--- src/design/arq_pkg.sv ---
package arq_pkg;

	// Queue geometry
	localparam int QUEUE_DEPTH = 32;
	localparam int PTR_W       = $clog2(QUEUE_DEPTH);
	localparam int LVL_W       = $clog2(QUEUE_DEPTH + 1);
	localparam int HANDLE_W    = 16;
	localparam int COUNT_W     = 32;

	// Command codes (code 7 is ignored)
	typedef enum logic [2:0] {
		CMD_OUTBOUND   = 3'd0,
		CMD_INBOUND    = 3'd1,
		CMD_ENABLE     = 3'd2,
		CMD_ENABLED    = 3'd3,
		CMD_FAILED     = 3'd4,
		CMD_ACK_REQ    = 3'd5,
		CMD_ACK_ANSWER = 3'd6
	} cmd_t;

	// Message kinds
	typedef enum logic [1:0] {
		KIND_ENABLE = 2'd0,
		KIND_REQ    = 2'd1,
		KIND_ANSWER = 2'd2,
		KIND_RESEND = 2'd3
	} kind_t;

	// Stream management mode
	typedef enum logic [1:0] {
		MODE_DISABLED  = 2'd0,
		MODE_REQUESTED = 2'd1,
		MODE_ENABLED   = 2'd2
	} mode_t;

endpackage

--- src/design/arq_ram.sv ---
module arq_ram #(
	parameter int WIDTH = 16,
	parameter int DEPTH = 32
) (
	input  logic                     clk,
	input  logic                     we,
	input  logic [$clog2(DEPTH)-1:0] waddr,
	input  logic [WIDTH-1:0]         wdata,
	input  logic [$clog2(DEPTH)-1:0] raddr,
	output logic [WIDTH-1:0]         rdata
);

	logic [WIDTH-1:0] mem [DEPTH];

	// One write port, one registered read port
	always_ff @(posedge clk) begin
		if (we) begin
			mem[waddr] <= wdata;
		end
		rdata <= mem[raddr];
	end

endmodule

--- src/design/ack_retransmit_queue.sv ---
// Acknowledged-delivery bookkeeping: mode, inbound and confirmed counters and a FIFO of
// QUEUE_DEPTH handles of unacknowledged outbound items. A command is taken when start is
// high and busy is low; busy then stays high while the command runs. Each result is shown
// for exactly one cycle with strobe high and cannot be held off, so the receiver must take
// every beat as it comes. Most commands run as a capture step and an execute step; an ack
// answer does a subtract and compare in its execute step and then a pop step. Enable adds
// one drain step per queued handle: the queue is drained through the handle RAM's single
// read port, one resent handle per cycle, and results trail the execute cycle by one register stage.
module ack_retransmit_queue
	import arq_pkg::*;
(
	input  logic                clk,
	input  logic                arst_n,
	input  logic                start,
	output logic                busy,
	input  logic [2:0]          cmd,
	input  logic                is_stanza,
	input  logic [HANDLE_W-1:0] item_handle,
	input  logic                has_count,
	input  logic [COUNT_W-1:0]  peer_count,
	output logic                strobe,
	output logic [1:0]          kind,
	output logic [HANDLE_W-1:0] resend_handle,
	output logic [COUNT_W-1:0]  ack_value,
	output logic                full_notice,
	output logic [1:0]          mode_now,
	output logic [5:0]          queue_level,
	output logic                last
);

	typedef enum logic [1:0] {
		S_IDLE,
		S_EXEC,
		S_DRAIN,
		S_POP
	} state_t;

	state_t state_q;

	// Captured command
	logic [2:0]          cmd_q;
	logic                stanza_q;
	logic [HANDLE_W-1:0] handle_q;
	logic                has_count_q;
	logic [COUNT_W-1:0]  peer_q;

	// Block state
	mode_t               mode_q;
	logic [COUNT_W-1:0]  inbound_q;
	logic [COUNT_W-1:0]  confirmed_q;
	logic [PTR_W-1:0]    head_q;
	logic [LVL_W-1:0]    level_q;
	logic [LVL_W-1:0]    pop_cnt_q;

	// Result registers
	logic                strobe_q;
	kind_t               kind_q;
	logic [HANDLE_W-1:0] resend_q;
	logic [COUNT_W-1:0]  ack_q;
	logic                full_q;
	mode_t               mode_out_q;
	logic [LVL_W-1:0]    level_out_q;
	logic                last_q;

	// Datapath
	logic [HANDLE_W-1:0] rd_data;
	logic [PTR_W-1:0]    wr_addr;
	logic                wr_en;
	logic [LVL_W:0]      wr_sum;
	logic [LVL_W:0]      pop_sum;
	logic [PTR_W-1:0]    pop_head;
	logic [PTR_W-1:0]    head_inc;
	logic [COUNT_W-1:0]  diff;
	logic [LVL_W-1:0]    pop_calc;
	logic                push_ok;

	// Tail address: head + level, wrapped once
	always_comb begin
		wr_sum = (LVL_W+1)'(head_q) + (LVL_W+1)'(level_q);
		if (wr_sum >= (LVL_W+1)'(QUEUE_DEPTH)) begin
			wr_sum = wr_sum - (LVL_W+1)'(QUEUE_DEPTH);
		end
		wr_addr = wr_sum[PTR_W-1:0];
	end

	// Head after popping pop_cnt_q entries
	always_comb begin
		pop_sum = (LVL_W+1)'(head_q) + (LVL_W+1)'(pop_cnt_q);
		if (pop_sum >= (LVL_W+1)'(QUEUE_DEPTH)) begin
			pop_sum = pop_sum - (LVL_W+1)'(QUEUE_DEPTH);
		end
		pop_head = pop_sum[PTR_W-1:0];
	end

	assign head_inc = (head_q == PTR_W'(QUEUE_DEPTH - 1)) ? '0 : head_q + 1'b1;

	// Subtract/compare: entries to pop on an ack answer
	always_comb begin
		diff     = peer_q - confirmed_q;
		pop_calc = '0;
		if (has_count_q && (peer_q > confirmed_q)) begin
			if (diff < COUNT_W'(level_q)) begin
				pop_calc = diff[LVL_W-1:0];
			end else begin
				pop_calc = level_q;
			end
		end
	end

	assign push_ok = (state_q == S_EXEC) && (cmd_t'(cmd_q) == CMD_OUTBOUND) && stanza_q &&
		(mode_q != MODE_DISABLED) && (level_q < LVL_W'(QUEUE_DEPTH));
	assign wr_en = push_ok;

	arq_ram #(
		.WIDTH(HANDLE_W),
		.DEPTH(QUEUE_DEPTH)
	) u_store (
		.clk   (clk),
		.we    (wr_en),
		.waddr (wr_addr),
		.wdata (handle_q),
		.raddr (head_q),
		.rdata (rd_data)
	);

	// Sequencer, state and result registers
	always_ff @(posedge clk or negedge arst_n) begin
		if (!arst_n) begin
			state_q     <= S_IDLE;
			cmd_q       <= '0;
			stanza_q    <= 1'b0;
			handle_q    <= '0;
			has_count_q <= 1'b0;
			peer_q      <= '0;
			mode_q      <= MODE_DISABLED;
			inbound_q   <= '0;
			confirmed_q <= '0;
			head_q      <= '0;
			level_q     <= '0;
			pop_cnt_q   <= '0;
			strobe_q    <= 1'b0;
			kind_q      <= KIND_ENABLE;
			resend_q    <= '0;
			ack_q       <= '0;
			full_q      <= 1'b0;
			mode_out_q  <= MODE_DISABLED;
			level_out_q <= '0;
			last_q      <= 1'b0;
		end else begin
			strobe_q <= 1'b0;
			unique case (state_q)
				S_IDLE: begin
					if (start) begin
						cmd_q       <= cmd;
						stanza_q    <= is_stanza;
						handle_q    <= item_handle;
						has_count_q <= has_count;
						peer_q      <= peer_count;
						state_q     <= S_EXEC;
					end
				end
				S_EXEC: begin
					state_q <= S_IDLE;
					unique case (cmd_t'(cmd_q))
						CMD_OUTBOUND: begin
							if (stanza_q && (mode_q != MODE_DISABLED)) begin
								strobe_q    <= 1'b1;
								kind_q      <= KIND_REQ;
								resend_q    <= '0;
								ack_q       <= '0;
								mode_out_q  <= mode_q;
								last_q      <= 1'b1;
								if (push_ok) begin
									level_q     <= level_q + 1'b1;
									level_out_q <= level_q + 1'b1;
									full_q      <= (level_q + 1'b1) == LVL_W'(QUEUE_DEPTH);
								end else begin
									level_out_q <= level_q;
									full_q      <= 1'b0;
								end
							end
						end
						CMD_INBOUND: begin
							if (stanza_q) begin
								inbound_q <= inbound_q + 1'b1;
							end
						end
						CMD_ENABLE: begin
							strobe_q    <= 1'b1;
							kind_q      <= KIND_ENABLE;
							resend_q    <= '0;
							ack_q       <= '0;
							full_q      <= 1'b0;
							mode_out_q  <= MODE_REQUESTED;
							level_out_q <= '0;
							last_q      <= (level_q == '0);
							confirmed_q <= '0;
							mode_q      <= MODE_REQUESTED;
							// RAM is already reading the head entry
							if (level_q != '0) begin
								head_q  <= head_inc;
								state_q <= S_DRAIN;
							end
						end
						CMD_ENABLED: begin
							inbound_q <= '0;
							mode_q    <= MODE_ENABLED;
						end
						CMD_FAILED: begin
							mode_q  <= MODE_DISABLED;
							level_q <= '0;
							head_q  <= '0;
						end
						CMD_ACK_REQ: begin
							if (mode_q == MODE_ENABLED) begin
								strobe_q    <= 1'b1;
								kind_q      <= KIND_ANSWER;
								resend_q    <= '0;
								ack_q       <= inbound_q;
								full_q      <= 1'b0;
								mode_out_q  <= mode_q;
								level_out_q <= level_q;
								last_q      <= 1'b1;
							end
						end
						CMD_ACK_ANSWER: begin
							pop_cnt_q <= pop_calc;
							if (has_count_q) begin
								confirmed_q <= peer_q;
							end
							state_q <= S_POP;
						end
						default: begin
						end
					endcase
				end
				S_DRAIN: begin
					// One resent handle per beat
					strobe_q    <= 1'b1;
					kind_q      <= KIND_RESEND;
					resend_q    <= rd_data;
					ack_q       <= '0;
					full_q      <= 1'b0;
					mode_out_q  <= mode_q;
					level_out_q <= '0;
					last_q      <= (level_q == LVL_W'(1));
					level_q     <= level_q - 1'b1;
					if (level_q == LVL_W'(1)) begin
						state_q <= S_IDLE;
					end else begin
						head_q <= head_inc;
					end
				end
				S_POP: begin
					head_q  <= pop_head;
					level_q <= level_q - pop_cnt_q;
					state_q <= S_IDLE;
				end
				default: begin
					state_q <= S_IDLE;
				end
			endcase
		end
	end

	assign busy          = (state_q != S_IDLE);
	assign strobe        = strobe_q;
	assign kind          = kind_q;
	assign resend_handle = resend_q;
	assign ack_value     = ack_q;
	assign full_notice   = full_q;
	assign mode_now      = mode_out_q;
	assign queue_level   = 6'(level_out_q);
	assign last          = last_q;

endmodule
--- config.mk ---
export PLATFORM = sky130hd
export DESIGN_NAME = ack_retransmit_queue
export DESIGN_NICKNAME = d
export VERILOG_FILES = /design/src/design/arq_pkg.sv /design/src/design/arq_ram.sv /design/src/design/ack_retransmit_queue.sv
export SDC_FILE = /design/constraint.sdc
export NUM_CORES = 1
export LEC_CHECK = 0
export BUFFER_PORTS_ARGS = -buffer_cell sky130_fd_sc_hd__buf_2
export CORE_MARGIN = 8
export CORE_UTILIZATION = 55
export DETAILED_ROUTE_END_ITERATION = 7
export HOLD_SLACK_MARGIN = 0.05
export PLACE_DENSITY_LB_ADDON = 0.08
export RECOVER_POWER = 25
export SKIP_CTS_REPAIR_TIMING = 1
export SLEW_MARGIN = 20
export SYNTH_ARGS = -nofsm -noshare
export SYNTH_HDL_FRONTEND = slang
export SYNTH_HIERARCHICAL = 1
export SYNTH_SLANG_ARGS = --single-unit
--- constraint.sdc ---
create_clock -name clk -period 3.99 [get_ports clk]
set_input_delay 0.798 -clock clk [delete_from_list [all_inputs] [get_ports clk]]
set_output_delay 0.798 -clock clk [all_outputs]
set_load 0.005 [all_outputs]
==> flow_metrics.py <==
metrics = {
    "outcome": {
        "status": "finished, violations left",
        "violations": "capacitance limit, slew limit, setup timing",
    },
    "grt": {
        "grt_first_pass_wirelength_um": 115000,
        "antenna_found_initial": 0,
        "grt_start_max_net_pins": 132,
        "grt_usage_pct": 22.2,
        "grt_pass1_vias": 19400,
        "grt_overflow_total": 0,
    },
    "synth": {
        "synth_seq_cells": 727,
        "ys.flop_type": "edfxtp_1",
        "synthTopCellsByCount": "edfxtp_1, mux2i_1, dfrtp_1, nand2_1, nor2_1",
        "synthCells": 2339,
        "synthTopCellsByArea": "edfxtp_1, dfrtp_1, mux2i_1",
        "synth_top_family_by_area": "multiplexers",
        "synth_cell_types": 87,
        "ys_warn_count": 6,
        "synth_compound_area_share_pct": 10.1,
        "synth.top_cell.area_share_pct": 48.2,
        "synth.cell_area_um2": 31900,
        "synth_xor_area_share_pct": 1.35,
        "synth-seq-area-share_pct": 64.8,
        "synthMuxAreaShare_pct": 10.2,
        "synthAdderAreaFrac_pct": 2.68,
        "synth_nets": 2461,
        "yosys.area.top_type": "edfxtp_1",
        "synth_edf_count": 512,
        "synthSimpleGateAreaFrac_pct": 7.48,
        "post-synth-top-count-cell": "edfxtp_1",
        "post_synth.cell_area_avg_um2": 13.6,
        "async_reset_ff_share_pct": 27.4,
    },
    "cts": {
        "cts_tree": "done",
        "insertion_delay_ps": 610,
        "h-tree-depth": 3,
        "cts.sinks": 727,
        "cts_buffers": 76,
        "clk_path_buf_depth": 3,
        "path_clk_slew_ps": 60,
        "clk_root_buffer_cell": "clkbuf_16",
    },
    "setup_path": {
        "slowest_delay_ps": 450,
        "worstReg2RegStart": "confirmed_q[0]$_DFFE_PN0P_",
        "crit_type": "flip-flop to flip-flop",
        "rr_endpoint": "pop_cnt_q[3]$_DFFE_PN0P_",
        "cp_max_fo": 7,
        "crit_required_ps": 4450,
        "critPathBufInv": 1,
        "worstSetupStartpointType": "flip-flop",
        "r2r_slack_ps": -50,
        "crit_slowest_cell": "or4_4",
        "crit_family": "simple AND/OR/NAND/NOR gates",
        "cp-end-kind": "flip-flop",
        "crit_chain": "ha_2 -> fa_2 -> nand2b_4 -> nand2b_4 -> a21oi_2 -> xnor2_1 -> ha_1 -> a21oi_2 -> o22ai_2 -> nor4_2 -> o2111ai_1 -> or4_4 -> nor4_4 -> nand4_2 -> nor4_4 -> buf_6 -> mux2i_1 -> o21ai_1",
        "cp.arrival_ps": 4500,
        "reg2reg_depth": 18,
    },
    "placed_design": {
        "place_congestion": 0.849,
        "placed_area_um2": 33500,
        "placed_cells": 3182,
        "numPortBuffers": 117,
        "hpwl_um": 46400,
    },
    "die": {
        "coreArea_um2": 57500,
        "io_pins": 118,
        "die_h_um": 257,
        "start_util_pct": 55.5,
        "num_rows": 88,
        "die_area_um2": 66000,
        "dieWidth_um": 257,
    },
    "drt": {
        "drt-wirelength-per-cell_um": 22.5,
        "ant_nets": 0,
        "drtIter0Drc": 1517,
        "dr.pass1.iters": 6,
        "route.vias.total": 19800,
        "routed_wl_um": 74900,
        "vias_per_cell": 5.95,
        "drc": 0,
    },
    "finish": {
        "final_cell_area_um2": 36000,
        "stdcell_count": 3325,
        "syn_to_final_growth_pct": 12.8,
        "layout.nets": 2622,
        "drive_above_1_share_pct": 16.5,
    },
    "timing": {
        "rsz0062_at_grt": "yes",
        "clock-skew-final_ps": 22.5,
        "min_period_over_period_pct": 101,
        "fin_ws_ps": -48.6,
        "finalCriticalPeriod_ps": 4040,
        "slew-limit-headroom_pct": -91.2,
        "fmax_mhz": 248,
        "worstMarginPinSlew_ps": 2870,
        "finalSetupViolations": 5,
        "holdWs_ps": 417,
        "hold_violations": 0,
        "finalMaxSlewViolations": 412,
    },
    "min_path": {
        "min_path_cells": 2,
        "worstHoldStart": "peer_count[14]",
        "hold_class": "input port to flip-flop",
        "min_to": "peer_q[14]$_DFFE_PN0P_",
    },
    "pwr": {
        "ir_drop_uv": 598,
        "p_leak_nw": 13.8,
        "powerDensity_nw_per_um2": 795,
        "total_power_mw": 28.6,
    },
    "flow_run": {
        "drv_cap": 10,
    },
}
-- worst max-delay path by stage --
stage | startpoint | to | depth (start not counted)
floorplan | peer_q[0]$_DFFE_PN0P_ | pop_cnt_q[1]$_DFFE_PN0P_ | 18
global placement | peer_q[0]$_DFFE_PN0P_ | pop_cnt_q[3]$_DFFE_PN0P_ | 19
detailed placement | confirmed_q[0]$_DFFE_PN0P_ | pop_cnt_q[3]$_DFFE_PN0P_ | 18
CTS | confirmed_q[0]$_DFFE_PN0P_ | pop_cnt_q[3]$_DFFE_PN0P_ | 18
global route | peer_q[0]$_DFFE_PN0P_ | pop_cnt_q[3]$_DFFE_PN0P_ | 19
finish | confirmed_q[0]$_DFFE_PN0P_ | pop_cnt_q[3]$_DFFE_PN0P_ | 18
-- through the flow --
step,setup TNS (ps),setup WS (ps),utilization [%]
finish,-128,-48.6,62.6
floorplan,0,12.4,-
CTS,-1700,-324,62.5
global placement,-983,-173,58.3
detailed placement,-1570,-289,58.3
global route,-1620,-324,62.6
-- metal layers --
layer / track usage (%) / part of all wire [%]
met5: 0 / 0
met4: 7.13 / 2.6
met3: 4.04 / 6.9
met2: 34.5 / 46
met1: 31.6 / 45
-- cells by family after synthesis --
family,Yosys count
simple gates,506
compound gates,468
xor+xnor,49
buf+inv,204
flops,727
fa+ha+maj,66
mux,319
-- area by class of cell --
| type | count | area [um2] |
|---|---|---|
| Antenna cell | 1 | 2.50 |
| Timing Repair Buffer | 214 | 1410 |
| Multi-Input combinational cell | 1408 | 10200 |
| Tap cell | 765 | 957 |
| Fill cell | 4400 | 21500 |
| Inverter | 73 | 274 |
| Clock inverter | 33 | 255 |
| Sequential cell | 727 | 20700 |
| Clock buffer | 104 | 2150 |
-- registers in the layout (all words and copies together), names as in the netlist, 3 cells and up --
register       count
head_q             5
pop_cnt_q          6
u_store/mem      512
inbound_q         32
queue_level        6
ack_value         32
level_q            6
peer_q            32
handle_q          16
u_store/rdata     16
resend_handle     16
confirmed_q       32
cmd_q              3
-- where the power goes --
| group | internal (mW) | switching [mW] | leakage (nW) |
|---|---|---|---|
| combinational | 4.23 | 7.11 | 5.25 |
| clock | 3.97 | 2.82 | 1.19 |
| sequential | 9.65 | 0.820 | 7.34 |
-- placed cells by master, fill, tap and decap left out, types with 77 or more instances in the layout --
cell type and count:
nor2_1 99, buf_2 116, o21ai_0 94, mux2i_1 262, buf_4 77, nand2_1 196, a21oi_1 97, clkbuf_16 79
edfxtp_1 512, dfrtp_1 192
Power figures use the tool's default switching activity.
